==> config.mk <==
export PLATFORM = sky130hd
export DESIGN_NAME = postfix_stack_evaluator
export DESIGN_NICKNAME = d
export VERILOG_FILES = /design/src/hw/rtl/pse_pkg.sv /design/src/hw/rtl/pse_serial_alu.sv /design/src/hw/rtl/postfix_stack_evaluator.sv
export SDC_FILE = /design/constraint.sdc
export NUM_CORES = 2
export LEC_CHECK = 0
export BUFFER_PORTS_ARGS = -buffer_cell sky130_fd_sc_hd__buf_2
export CAP_MARGIN = 0
export CORE_MARGIN = 4
export CORE_UTILIZATION = 50
export CTS_CLUSTER_SIZE = 12
export DETAILED_ROUTE_END_ITERATION = 10
export HOLD_SLACK_MARGIN = 0.12
export PLACE_DENSITY = 0.75
export SYNTH_ARGS = -nofsm -noshare
export SYNTH_HDL_FRONTEND = slang
export SYNTH_SLANG_ARGS = --single-unit
==> constraint.sdc <==
create_clock -name clk -period 5.3 [get_ports clk]
set_input_delay 0.265 -clock clk [delete_from_list [all_inputs] [get_ports clk]]
set_output_delay 0.265 -clock clk [all_outputs]
set_load 0.05 [all_outputs]
==> src/hw/rtl/pse_pkg.sv <==
// ----------------------------------------------------------------------------
// pse_pkg
// Shared types, constants and token decode for the postfix stack evaluator.
// ----------------------------------------------------------------------------
package pse_pkg;

  localparam int STACK_DEPTH = 32;
  localparam int DATA_WIDTH  = 32;
  localparam int PTR_W       = $clog2(STACK_DEPTH + 1);
  localparam int ADDR_W      = $clog2(STACK_DEPTH);
  localparam int CNT_W       = $clog2(DATA_WIDTH);

  localparam int IN_TDATA_W  = 8;
  localparam int TOP_W       = 32;
  localparam int DEPTH_W     = 6;
  localparam int STATUS_W    = 3;
  localparam int OUT_FIELD_W = TOP_W + DEPTH_W + STATUS_W;
  localparam int OUT_TDATA_W = ((OUT_FIELD_W + 7) / 8) * 8;
  localparam int OUT_PAD_W   = OUT_TDATA_W - OUT_FIELD_W;

  localparam logic [7:0] CH_0     = 8'h30;
  localparam logic [7:0] CH_9     = 8'h39;
  localparam logic [7:0] CH_PLUS  = 8'h2B;
  localparam logic [7:0] CH_MINUS = 8'h2D;
  localparam logic [7:0] CH_STAR  = 8'h2A;
  localparam logic [7:0] CH_SLASH = 8'h2F;

  typedef logic [DATA_WIDTH-1:0] data_t;

  typedef enum logic [STATUS_W-1:0] {
    ST_OK        = 3'd0,
    ST_OVERFLOW  = 3'd1,
    ST_UNDERFLOW = 3'd2,
    ST_DIVZERO   = 3'd3,
    ST_UNKNOWN   = 3'd4
  } status_t;

  typedef enum logic [1:0] {
    OP_ADD,
    OP_SUB,
    OP_MUL,
    OP_DIV
  } alu_op_t;

  typedef enum logic [2:0] {
    S_IDLE,
    S_DECODE,
    S_READ,
    S_EXEC,
    S_DONE
  } ctl_state_t;

  typedef enum logic [1:0] {
    A_IDLE,
    A_RUN,
    A_FIX
  } alu_state_t;

  typedef struct packed {
    logic    start;
    alu_op_t op;
    data_t   lhs;
    data_t   rhs;
  } alu_req_t;

  typedef struct packed {
    logic  done;
    data_t result;
  } alu_rsp_t;

  function automatic logic is_digit(logic [7:0] t);
    return (t >= CH_0) && (t <= CH_9);
  endfunction

  function automatic logic is_op(logic [7:0] t);
    return t inside {CH_PLUS, CH_MINUS, CH_STAR, CH_SLASH};
  endfunction

  function automatic alu_op_t op_of(logic [7:0] t);
    alu_op_t op;
    case (t)
      CH_PLUS:  op = OP_ADD;
      CH_MINUS: op = OP_SUB;
      CH_STAR:  op = OP_MUL;
      default:  op = OP_DIV;
    endcase
    return op;
  endfunction

endpackage

==> src/hw/rtl/pse_serial_alu.sv <==
// ----------------------------------------------------------------------------
// pse_serial_alu
// Bit-serial arithmetic unit: add/sub one bit per cycle, shift-add multiply,
// restoring divide on magnitudes with a final sign fix.
// ----------------------------------------------------------------------------
module pse_serial_alu (
  input  logic               clk,
  input  logic               rst_n,
  input  pse_pkg::alu_req_t  req,
  output pse_pkg::alu_rsp_t  rsp
);
  import pse_pkg::*;

  alu_state_t state_r, state_nxt;
  alu_op_t    op_r, op_nxt;
  data_t      a_r, a_nxt;
  data_t      b_r, b_nxt;
  data_t      acc_r, acc_nxt;
  logic       c_r, c_nxt;
  logic       neg_r, neg_nxt;
  logic       done_r, done_nxt;
  logic [CNT_W-1:0] cnt_r, cnt_nxt;

  logic            last;
  data_t           lhs_mag, rhs_mag;
  logic            rhs_bit, sum_bit, carry;
  logic [DATA_WIDTH:0] shifted, trial;
  logic            ge;

  assign last    = (cnt_r == CNT_W'(DATA_WIDTH - 1));
  assign lhs_mag = req.lhs[DATA_WIDTH-1] ? (data_t'(0) - req.lhs) : req.lhs;
  assign rhs_mag = req.rhs[DATA_WIDTH-1] ? (data_t'(0) - req.rhs) : req.rhs;
  assign rhs_bit = b_r[0] ^ (op_r == OP_SUB);
  assign sum_bit = a_r[0] ^ rhs_bit ^ c_r;
  assign carry   = (a_r[0] & rhs_bit) | (a_r[0] & c_r) | (rhs_bit & c_r);
  assign shifted = {acc_r, a_r[DATA_WIDTH-1]};
  assign ge      = (shifted >= {1'b0, b_r});
  assign trial   = shifted - {1'b0, b_r};

  always_comb begin
    state_nxt = state_r;
    case (state_r)
      A_IDLE: begin
        if (req.start) state_nxt = A_RUN;
      end
      A_RUN: begin
        if (last) state_nxt = (op_r == OP_DIV) ? A_FIX : A_IDLE;
      end
      A_FIX:   state_nxt = A_IDLE;
      default: state_nxt = A_IDLE;
    endcase
  end

  always_comb begin
    op_nxt   = op_r;
    a_nxt    = a_r;
    b_nxt    = b_r;
    acc_nxt  = acc_r;
    c_nxt    = c_r;
    neg_nxt  = neg_r;
    cnt_nxt  = cnt_r;
    done_nxt = 1'b0;
    case (state_r)
      A_IDLE: begin
        if (req.start) begin
          op_nxt  = req.op;
          a_nxt   = (req.op == OP_DIV) ? lhs_mag : req.lhs;
          b_nxt   = (req.op == OP_DIV) ? rhs_mag : req.rhs;
          acc_nxt = '0;
          c_nxt   = (req.op == OP_SUB);
          neg_nxt = req.lhs[DATA_WIDTH-1] ^ req.rhs[DATA_WIDTH-1];
          cnt_nxt = '0;
        end
      end
      A_RUN: begin
        cnt_nxt = cnt_r + CNT_W'(1);
        case (op_r)
          OP_ADD, OP_SUB: begin
            acc_nxt = {sum_bit, acc_r[DATA_WIDTH-1:1]};
            a_nxt   = a_r >> 1;
            b_nxt   = b_r >> 1;
            c_nxt   = carry;
          end
          OP_MUL: begin
            if (b_r[0]) acc_nxt = acc_r + a_r;
            a_nxt = a_r << 1;
            b_nxt = b_r >> 1;
          end
          default: begin
            acc_nxt = ge ? trial[DATA_WIDTH-1:0] : shifted[DATA_WIDTH-1:0];
            a_nxt   = {a_r[DATA_WIDTH-2:0], ge};
          end
        endcase
        if (last && (op_r != OP_DIV)) done_nxt = 1'b1;
      end
      A_FIX: begin
        acc_nxt  = neg_r ? (data_t'(0) - a_r) : a_r;
        done_nxt = 1'b1;
      end
      default: ;
    endcase
  end

  always_ff @(posedge clk) begin
    if (!rst_n) begin
      state_r <= A_IDLE;
      done_r  <= 1'b0;
    end else begin
      state_r <= state_nxt;
      done_r  <= done_nxt;
    end
    op_r  <= op_nxt;
    a_r   <= a_nxt;
    b_r   <= b_nxt;
    acc_r <= acc_nxt;
    c_r   <= c_nxt;
    neg_r <= neg_nxt;
    cnt_r <= cnt_nxt;
  end

  assign rsp.done   = done_r;
  assign rsp.result = acc_r;

endmodule

==> src/hw/rtl/postfix_stack_evaluator.sv <==
// ----------------------------------------------------------------------------
// postfix_stack_evaluator
// Reverse Polish evaluator: digits push, + - * / pop two and push the result.
// Path: clear, digit and error beats go through S_DECODE and S_DONE to
//   out_tvalid; arithmetic beats also pass S_READ and S_EXEC, where the
//   bit-serial ALU handles one bit per cycle (then a sign fix for divide).
// Throughput: one beat in flight; next beat accepted once the result is
//   registered, while that result may still wait for out_tready.
// Reset (rst_n low, synchronous): stack empty, no output beat pending.
// ----------------------------------------------------------------------------
module postfix_stack_evaluator (
  input  logic                             clk,
  input  logic                             rst_n,
  input  logic                             in_tvalid,
  output logic                             in_tready,
  input  logic [pse_pkg::IN_TDATA_W-1:0]   in_tdata,  // [7:0] token
  input  logic                             in_tuser,  // [0] kind (1 = clear)
  output logic                             out_tvalid,
  input  logic                             out_tready,
  output logic [pse_pkg::OUT_TDATA_W-1:0]  out_tdata  // [31:0] top_value,
                                                      // [37:32] stack_depth,
                                                      // [40:38] status
);
  import pse_pkg::*;

  ctl_state_t state_r, state_nxt;
  logic       kind_r, kind_nxt;
  logic [7:0] tok_r, tok_nxt;
  logic [PTR_W-1:0] sp_r, sp_nxt;
  data_t      top_r, top_nxt;
  status_t    status_r, status_nxt;
  logic       out_valid_r, out_valid_nxt;
  logic [OUT_TDATA_W-1:0] out_data_r, out_data_nxt;

  data_t      mem [STACK_DEPTH];
  data_t      rd_data_r;
  logic [ADDR_W-1:0] rd_addr, wr_addr;
  data_t      wr_data;
  logic       wr_en;

  alu_req_t   alu_req;
  alu_rsp_t   alu_rsp;

  logic [7:0] digit;
  logic       go_alu;
  logic       out_load;
  logic signed [TOP_W-1:0] top_out;

  assign digit  = tok_r - CH_0;
  assign go_alu = !kind_r && is_op(tok_r) && (sp_r >= PTR_W'(2)) &&
                  !((op_of(tok_r) == OP_DIV) && (top_r == '0));
  assign top_out = (sp_r == '0) ? '0 : TOP_W'($signed(top_r));

  pse_serial_alu u_alu (
    .clk (clk),
    .rst_n (rst_n),
    .req (alu_req),
    .rsp (alu_rsp)
  );

  always_comb begin
    state_nxt = state_r;
    case (state_r)
      S_IDLE: begin
        if (in_tvalid) state_nxt = S_DECODE;
      end
      S_DECODE: state_nxt = go_alu ? S_READ : S_DONE;
      S_READ:   state_nxt = S_EXEC;
      S_EXEC: begin
        if (alu_rsp.done) state_nxt = S_DONE;
      end
      S_DONE: begin
        if (!out_valid_r || out_tready) state_nxt = S_IDLE;
      end
      default: state_nxt = S_IDLE;
    endcase
  end

  always_comb begin
    kind_nxt       = kind_r;
    tok_nxt        = tok_r;
    sp_nxt         = sp_r;
    top_nxt        = top_r;
    status_nxt     = status_r;
    wr_en          = 1'b0;
    wr_addr        = sp_r[ADDR_W-1:0];
    wr_data        = DATA_WIDTH'(digit);
    rd_addr        = ADDR_W'(sp_r - PTR_W'(2));
    alu_req.start  = 1'b0;
    alu_req.op     = op_of(tok_r);
    alu_req.lhs    = rd_data_r;
    alu_req.rhs    = top_r;
    out_load       = 1'b0;
    case (state_r)
      S_IDLE: begin
        if (in_tvalid) begin
          kind_nxt   = in_tuser;
          tok_nxt    = in_tdata;
          status_nxt = ST_OK;
        end
      end
      S_DECODE: begin
        if (kind_r) begin
          sp_nxt = '0;
        end else if (is_digit(tok_r)) begin
          if (sp_r >= PTR_W'(STACK_DEPTH)) begin
            status_nxt = ST_OVERFLOW;
          end else begin
            wr_en   = 1'b1;
            top_nxt = DATA_WIDTH'(digit);
            sp_nxt  = sp_r + PTR_W'(1);
          end
        end else if (is_op(tok_r)) begin
          if (sp_r < PTR_W'(2)) status_nxt = ST_UNDERFLOW;
          else if (!go_alu)     status_nxt = ST_DIVZERO;
        end else begin
          status_nxt = ST_UNKNOWN;
        end
      end
      S_READ: alu_req.start = 1'b1;
      S_EXEC: begin
        if (alu_rsp.done) begin
          wr_en   = 1'b1;
          wr_addr = ADDR_W'(sp_r - PTR_W'(2));
          wr_data = alu_rsp.result;
          top_nxt = alu_rsp.result;
          sp_nxt  = sp_r - PTR_W'(1);
        end
      end
      S_DONE: out_load = !out_valid_r || out_tready;
      default: ;
    endcase
  end

  assign out_valid_nxt = out_load || (out_valid_r && !out_tready);
  assign out_data_nxt  = out_load ?
                         {{OUT_PAD_W{1'b0}}, status_r, DEPTH_W'(sp_r), top_out} :
                         out_data_r;

  always_ff @(posedge clk) begin
    if (wr_en) mem[wr_addr] <= wr_data;
    rd_data_r <= mem[rd_addr];
  end

  always_ff @(posedge clk) begin
    if (!rst_n) begin
      state_r     <= S_IDLE;
      sp_r        <= '0;
      out_valid_r <= 1'b0;
    end else begin
      state_r     <= state_nxt;
      sp_r        <= sp_nxt;
      out_valid_r <= out_valid_nxt;
    end
    kind_r     <= kind_nxt;
    tok_r      <= tok_nxt;
    top_r      <= top_nxt;
    status_r   <= status_nxt;
    out_data_r <= out_data_nxt;
  end

  assign in_tready  = (state_r == S_IDLE);
  assign out_tvalid = out_valid_r;
  assign out_tdata  = out_data_r;

endmodule

* Word-level counts from Yosys, hierarchy flattened
Memory sizes are Yosys's and may differ from the RTL's. A register that Yosys moved wholly into a read port is not among the register bits. Index checks and enable logic that the tools add are counted.
Cells by class: add/sub/neg operators 10, magnitude comparators 6, eq/ne operators 32, muxes and demuxes 64, bitwise operators 9, reduce and logical (&&, ||, !) cells 36
Operators by type and width (number):
- 32-bit two-way mux | 17
- 32-bit case mux with 2 select lines | 5
- 32-bit case mux with 3 select lines | 1
- 1-bit by 32-bit subtractor with 32-bit output (first input constant) | 3
- 33-bit by 32-bit greater-or-equal comparator with 1-bit output | 1
- 3-bit two-way mux | 11
- 32-bit adder | 1
- 8-bit by 6-bit == test with 1-bit output (second input constant) | 4
- 32-bit logical NOT | 1
- 32-bit subtractor | 1
- 6-bit two-way mux | 4
- 2-bit != test (second input constant) | 9
- 5-bit two-way mux | 3
- 3-bit case mux with 5 select lines | 1
- 6-bit case mux with 2 select lines | 1
- 3-bit AND reduction | 4
- 1-bit two-way mux | 11
- 5-bit case mux with 2 select lines | 1
- 5-bit AND reduction | 2
- 3-bit != test (second input constant) | 3
- 2-bit == test (second input constant) | 4
- 8-bit by 6-bit greater-or-equal comparator with 1-bit output (second input constant) | 1
- 8-bit by 6-bit less-or-equal comparator with 1-bit output (second input constant) | 1
- 2-bit AND reduction | 4
- other kinds (36) | 63
Storage, ports and cells: bits in registers 203, RAM bits 1024, input port bits 13, output and inout bits 50, logic and storage cells 176, memories kept 1
Memory list:
- mem | depth 32, bits a word 32, read ports 1, clocked after memory_dff 1, wr ports 1, RTL line postfix_stack_evaluator.sv:35 | data_t mem [STACK_DEPTH];

* Longest topological paths before layout
depth after elaboration 12, mapped depth 14, gate-level depth less buffers 13

* Cells and area by module
From an unflattened synthesis, not the netlist that was laid out.
Second synthesis, totals: cells, all modules 3554, area, all modules 55522.0 µm²
Modules (own cells, without submodules):
- postfix_stack_evaluator | times used 1, cells each 2279, area each 44665.3 µm², sequential area each 34142.7 µm²
- pse_serial_alu | times used 1, cells each 1275, area each 10856.7 µm², sequential area each 3213.1 µm²

* Worst setup path after synthesis
Ideal clock, no wire load.
path kind reg-to-reg, start point register state_r[0], end point memory mem[27][0] in the netlist's numbering (enable), library setup time 0.421 ns, arrival 3.880 ns, data required time 4.879 ns, slack 0.999 ns, stages on the path, launching flop included 9, path buffers 2, clock period less this slack 4.301 ns, cells stage by stage dfxtp_1 nor2b_1 clkbuf_1 and2_1 nand2_1 clkbuf_1 nand2_1 nand3b_1 nor2_1
On the way: word-level cells in the longest chain between the ends 4, elaborated cells on any way between the ends 6, classes of those cells eq/ne (2); mux (4)
RTL lines:
- from (decl) | RTL line postfix_stack_evaluator.sv:26 | ctl_state_t state_r, state_nxt;
- from (signal assigned) | RTL line postfix_stack_evaluator.sv:151 | state_r <= state_nxt;
- 3-bit by 2-bit == test with 1-bit output / 3-bit by 1-bit == test with 1-bit output (equally long branches) | RTL line postfix_stack_evaluator.sv:94 | case (state_r)
- 1-bit case mux with 2 select lines | RTL line postfix_stack_evaluator.sv:94
- 1-bit two-way mux | RTL line postfix_stack_evaluator.sv:141 | if (wr_en) mem[wr_addr] <= wr_data;
- 1-bit two-way mux (not written as such) | RTL line postfix_stack_evaluator.sv:141
- to (decl) | RTL line postfix_stack_evaluator.sv:35
Several ways; a longest one is shown, not always the timed one.

* Final worst setup path
start point register state_r[0], end point memory mem[22][16] in the netlist's numbering (enable)
Same word-level chain as after synthesis.

==> report_table.html <==
<table>
<tr><th>Metric</th><th>Value</th></tr>
<tr><th colspan="2">Floorplanning</th></tr>
<tr><td>Total die area</td><td>115,000 um2</td></tr>
<tr><td>Die Y-Extent</td><td>340 um</td></tr>
<tr><td>Number of standard-cell rows in the floorplan</td><td>121</td></tr>
<tr><td>Width of the die</td><td>340 um</td></tr>
<tr><td>Effective utilization at floorplan</td><td>0.505</td></tr>
<tr><td>Floorplan Core Area</td><td>between 100,000 and 150,000 um2</td></tr>
<tr><td>I/O pin cnt</td><td>63</td></tr>
<tr><th colspan="2">Finish</th></tr>
<tr><td>Filler instances</td><td>approximately 8,000</td></tr>
<tr><td>Fraction of final layout cells sized beyond drive strength 1</td><td>0.215</td></tr>
<tr><td>Synthesis-to-layout area growth</td><td>12.5%</td></tr>
<tr><td>Flip-flop and latch area</td><td>37,400 um2</td></tr>
<tr><td>Finished layout cell area</td><td>61,900 um2</td></tr>
<tr><td>Number of nets in the layout</td><td>3,488</td></tr>
<tr><td>Multi-input combinational cell area</td><td>17,100 um2</td></tr>
<tr><th colspan="2">Setup path</th></tr>
<tr><td>Required time at the worst-slack endpoint</td><td>around 5.7 ns</td></tr>
<tr><td>Critical path's top delay family</td><td>simple AND/OR/NAND/NOR gates</td></tr>
<tr><td>Number of buffer and inverter instances along the worst setup path</td><td>2</td></tr>
<tr><td>Crit path cell chain</td><td>nor2b_1 &gt; buf_4 &gt; nor2b_1 &gt; nor2b_1 &gt; nand2_1 &gt; a21oi_1 &gt; nand2b_1 &gt; nor2_4 &gt; buf_4</td></tr>
<tr><td>Crit path arrival time</td><td>4.49 ns</td></tr>
<tr><td>Critical-path cell with the highest stage delay</td><td>nor2_4</td></tr>
<tr><td>Category of the worst setup path launch point</td><td>flop</td></tr>
<tr><td>Crit Path Class</td><td>reg -&gt; reg</td></tr>
<tr><td>Critical Path End Type</td><td>flop</td></tr>
<tr><td>Most numerous cell on the critical path</td><td>nor2b_1</td></tr>
<tr><td>CP max stage delay</td><td>0.76 ns</td></tr>
<tr><td>Largest fanout on the critical path</td><td>30</td></tr>
<tr><th colspan="2">Clock network</th></tr>
<tr><td>CTS Root Buffer Type</td><td>clkbuf_16</td></tr>
<tr><td>CTS tree</td><td>done</td></tr>
<tr><td>Clock latency at the later pin of the worst-skew pair</td><td>0.75 ns</td></tr>
<tr><td># Post-CTS Setup Buffers</td><td>0</td></tr>
<tr><td>Clock slew at the register clock pins of the worst setup and hold paths</td><td>0.06 ns</td></tr>
<tr><td>H-tree depth</td><td>4</td></tr>
<tr><td>Maximum buffer depth of the clock tree</td><td>3</td></tr>
<tr><td>Number of buffers inserted during clock tree synthesis</td><td>133</td></tr>
<tr><td>Clock sink count</td><td>1,259</td></tr>
<tr><th colspan="2">Routing</th></tr>
<tr><td>First-pass iteration count of the detailed router</td><td>9</td></tr>
<tr><td>Routed WL per cell</td><td>29.8 um</td></tr>
<tr><td>Via count</td><td>31,500</td></tr>
<tr><td>WL final</td><td>146 mm</td></tr>
<tr><td>Remaining design rule violation count</td><td>0</td></tr>
<tr><td>First-iteration detailed-routing DRC count</td><td>4,201</td></tr>
<tr><td>Avg Vias per Cell</td><td>6.44</td></tr>
<tr><td>Final antenna-violating net count</td><td>0</td></tr>
<tr><th colspan="2">Synthesis</th></tr>
<tr><td>Post-synthesis cell count</td><td>3,251</td></tr>
<tr><td>Netlist area before placement</td><td>55,000 um2</td></tr>
<tr><td>Register area share after synthesis</td><td>0.679</td></tr>
<tr><td>Total number of yosys warnings</td><td>0</td></tr>
<tr><td>Dominant synthesized flop cell</td><td>edfxtp_1</td></tr>
<tr><td>Synth async-reset ratio</td><td>0</td></tr>
<tr><td>Synth unique cells</td><td>85</td></tr>
<tr><td>Count of flip-flops with a built-in enable after synthesis</td><td>~1,200</td></tr>
<tr><td>Total of flip-flops plus latches after synthesis</td><td>between 1,000 and 1,500</td></tr>
<tr><td>Avg Cell Area, Syn</td><td>16.9 um2</td></tr>
<tr><th colspan="2">Timing</th></tr>
<tr><td>Worst relative slew slack</td><td>0.0880</td></tr>
<tr><td>Fmax</td><td>244 MHz</td></tr>
<tr><td>Setup total negative slack</td><td>0 ns</td></tr>
<tr><td>Post-route clock period utilization</td><td>0.774</td></tr>
<tr><td>Number of pins exceeding their max-slew limit in the final report</td><td>0</td></tr>
<tr><td>Setup repair after global routing missed its margin</td><td>false</td></tr>
<tr><td>Count of final setup violators</td><td>0</td></tr>
<tr><td>Shortest clock period the worst path allows after layout</td><td>4.10 ns</td></tr>
<tr><td>Clock Skews</td><td>0.0431 ns</td></tr>
<tr><td>Final hold violations</td><td>0</td></tr>
<tr><td>Transition time at the pin with the least slew margin</td><td>1.37 ns</td></tr>
<tr><th colspan="2">Global routing</th></tr>
<tr><td>Overall fraction of global-route tracks in use</td><td>0.252</td></tr>
<tr><td>Pin count of the biggest net entering global routing</td><td>approximately 150</td></tr>
<tr><td>Number of antenna violations at the first check in global routing</td><td>1</td></tr>
<tr><td>First-pass GRT wire length</td><td>214 mm</td></tr>
<tr><td>Total gr overflow</td><td>0</td></tr>
<tr><td>Number of global-route vias before repair</td><td>31,300</td></tr>
<tr><th colspan="2">Job</th></tr>
<tr><td>Max-Cap Viols</td><td>0</td></tr>
<tr><th colspan="2">Min path</th></tr>
<tr><td>Tightest Hold Check Type</td><td>in -&gt; reg</td></tr>
<tr><th colspan="2">Placement</th></tr>
<tr><td>DP Area</td><td>57,700 um2</td></tr>
<tr><td>Count of buffers inserted at the top-level ports</td><td>55</td></tr>
<tr><td>Total half-perimeter wirelength after legalization and detailed placement</td><td>between 80 and 90 mm</td></tr>
<tr><td>Placer's final routability congestion estimate</td><td>0.935</td></tr>
<tr><th colspan="2">Power</th></tr>
<tr><td>Leakage</td><td>17.6 nW</td></tr>
<tr><td>Peak supply drop</td><td>0.456 mV</td></tr>
<tr><td>Cell area power density</td><td>around 330 nW/um2</td></tr>
<tr><th colspan="2">Outcome</th></tr>
<tr><td>Status</td><td>finished, final reports clean</td></tr>
</table>
worst reg2reg max path, cell delays in order (launching register included):
cell and delay [ns]:
dfxtp_1 0.42, nor2b_1 0.16, buf_4 0.31, nor2b_1 0.34, nor2b_1 0.21, nand2_1 0.14, a21oi_1 0.39, nand2b_1 0.55
nor2_4 0.77, buf_4 0.44
layer usage:
metal  share of wire  wire length [um]  global-route usage  up-vias
met5               0                 0                   0        -
met4           0.042              6140              0.0988        0
met3           0.090             13200              0.0467      333
met2            0.49             70800               0.408     1786
met1            0.38             55700               0.342    16100
li1                -                 -                   -    13300
registers in the layout, summed over array words and instances (netlist names):
name           count
u_alu.neg_r        1
sp_r               6
mem             1024
rd_data_r         32
u_alu.c_r          1
u_alu.acc_r       32
out_tvalid         1
top_r             32
status_r           3
u_alu.b_r         32
u_alu.a_r         32
kind_r             1
out_tdata         41
state_r            3
u_alu.state_r      2
u_alu.op_r         2
u_alu.cnt_r        5
tok_r              8
u_alu.done_r       1
power breakdown:
group	switching, W	internal, W	leakage [nW]
combinational	0.000371	0.000235	5.96
sequential	0.0000399	0.0108	9.64
clock	0.00383	0.00494	1.96
total	0.00424	0.0160	17.6
placed cells by master (no fill, tap or decap), types with 13 or more instances in the layout:
cell type	netlist	final
edfxtp_1	1214	1214
mux4_2	320	320
nand2_1	171	171
a21oi_1	145	143
clkbuf_16	0	136
o21ai_0	126	122
nor2_1	143	111
buf_4	7	89
xnor2_1	82	81
inv_1	79	79
ha_1	81	79
and2_1	74	73
xor2_1	70	69
buf_2	8	55
clkbuf_1	130	45
dfxtp_1	45	43
a21o_1	39	39
mux2i_1	39	39
mux2_2	34	34
and3_1	34	33
nor2_4	0	32
nand3_1	30	30
o31ai_1	29	29
nor3_1	29	28
nand2b_1	20	20
a211oi_1	17	17
o22ai_1	17	17
nand4_1	15	15
or3_1	15	15
clkinv_1	1	14
a31oi_1	13	13
o221ai_1	13	13
dlygate4sd3_1	0	13
stage by stage:
| step | hold WS [ns] | std cells | power [W] | worst slack (ns) | utilization |
|---|---|---|---|---|---|
| after floorplan | 0.364 | 3257 | 0.0115 | 0.999 | - |
| after global placement | 0.405 | 4657 | 0.0117 | 1.44 | 0.529 |
| after detailed placement | 0.409 | 4657 | 0.0117 | 1.34 | 0.529 |
| after CTS | 0.205 | 4897 | 0.0204 | 1.28 | 0.568 |
| after global routing | 0.236 | 4897 | 0.0209 | 1.01 | 0.568 |
| final | 0.252 | 4899 | 0.0203 | 1.20 | 0.568 |
final timing paths:
kind / slack (ns) / depth (start not counted) / end / from
max: 1.20 / 9 / mem[22][16] / state_r[0]
min: 0.25 / 2 / tok_r[0] / in_tdata[0]
max reg2reg: 1.20 / 9 / mem[22][16] / state_r[0]
min reg2reg: 0.41 / 0 / out_tdata[38] / status_r[0]
cells in the mapped netlist, types with 10 or more instances:
cell type	count	area share
a211oi_1	17	0.0023
a21o_1	39	0.0053
a21oi_1	145	0.013
a221oi_1	10	0.0016
a31oi_1	13	0.0015
and2_1	74	0.0084
and3_1	34	0.0039
buf_1	25	0.0017
clkbuf_1	130	0.0089
dfxtp_1	45	0.016
edfxtp_1	1214	0.66
ha_1	81	0.018
inv_1	79	0.0054
mux2_2	34	0.0070
mux2i_1	39	0.0071
mux4_2	320	0.13
nand2_1	171	0.012
nand2b_1	20	0.0023
nand3_1	30	0.0027
nand4_1	15	0.0017
nor2_1	143	0.0098
nor2b_1	10	0.0011
nor3_1	29	0.0026
nor4_1	10	0.0011
o211ai_1	12	0.0016
o21a_1	10	0.0014
o21ai_0	126	0.011
o21bai_1	11	0.0015
o221ai_1	13	0.0021
o22ai_1	17	0.0019
o31ai_1	29	0.0040
or3_1	15	0.0017
or4_1	10	0.0014
xnor2_1	82	0.013
xor2_1	70	0.011
timing repair:
| item | in CTS | in global routing |
|---|---|---|
| hold endpoints to repair | 22 | 0 |
| hold buffers | 13 | 0 |
| gates resized for setup | 0 | 0 |
final cells by class:
type / count / share of cell area
clock buffer: 187 / 0.0591
timing repair buffer: 169 / 0.0212
multi-input combinational: 1748 / 0.276
antenna: 2 / 0.0000809
sequential: 1259 / 0.604
inverter: 80 / 0.00485
clock inverter: 40 / 0.00669
tap: 1414 / 0.0286
kinds of logic (layout without fill, tap and decap cells):
kind of cell,after synthesis,after routing,synth area share
XOR/XNOR,152,152,0.0242
adder cells (fa/ha/maj),84,84,0.0195
other,1,9,0.0000682
multiplexers,394,394,0.145
AND/OR/NAND/NOR,589,589,0.0533
flip-flops,1259,1259,0.679
AO/OA/AOI/OAI,522,522,0.0609
buffers and inverters,250,476,0.0177
(Power assumes the default switching activity.)
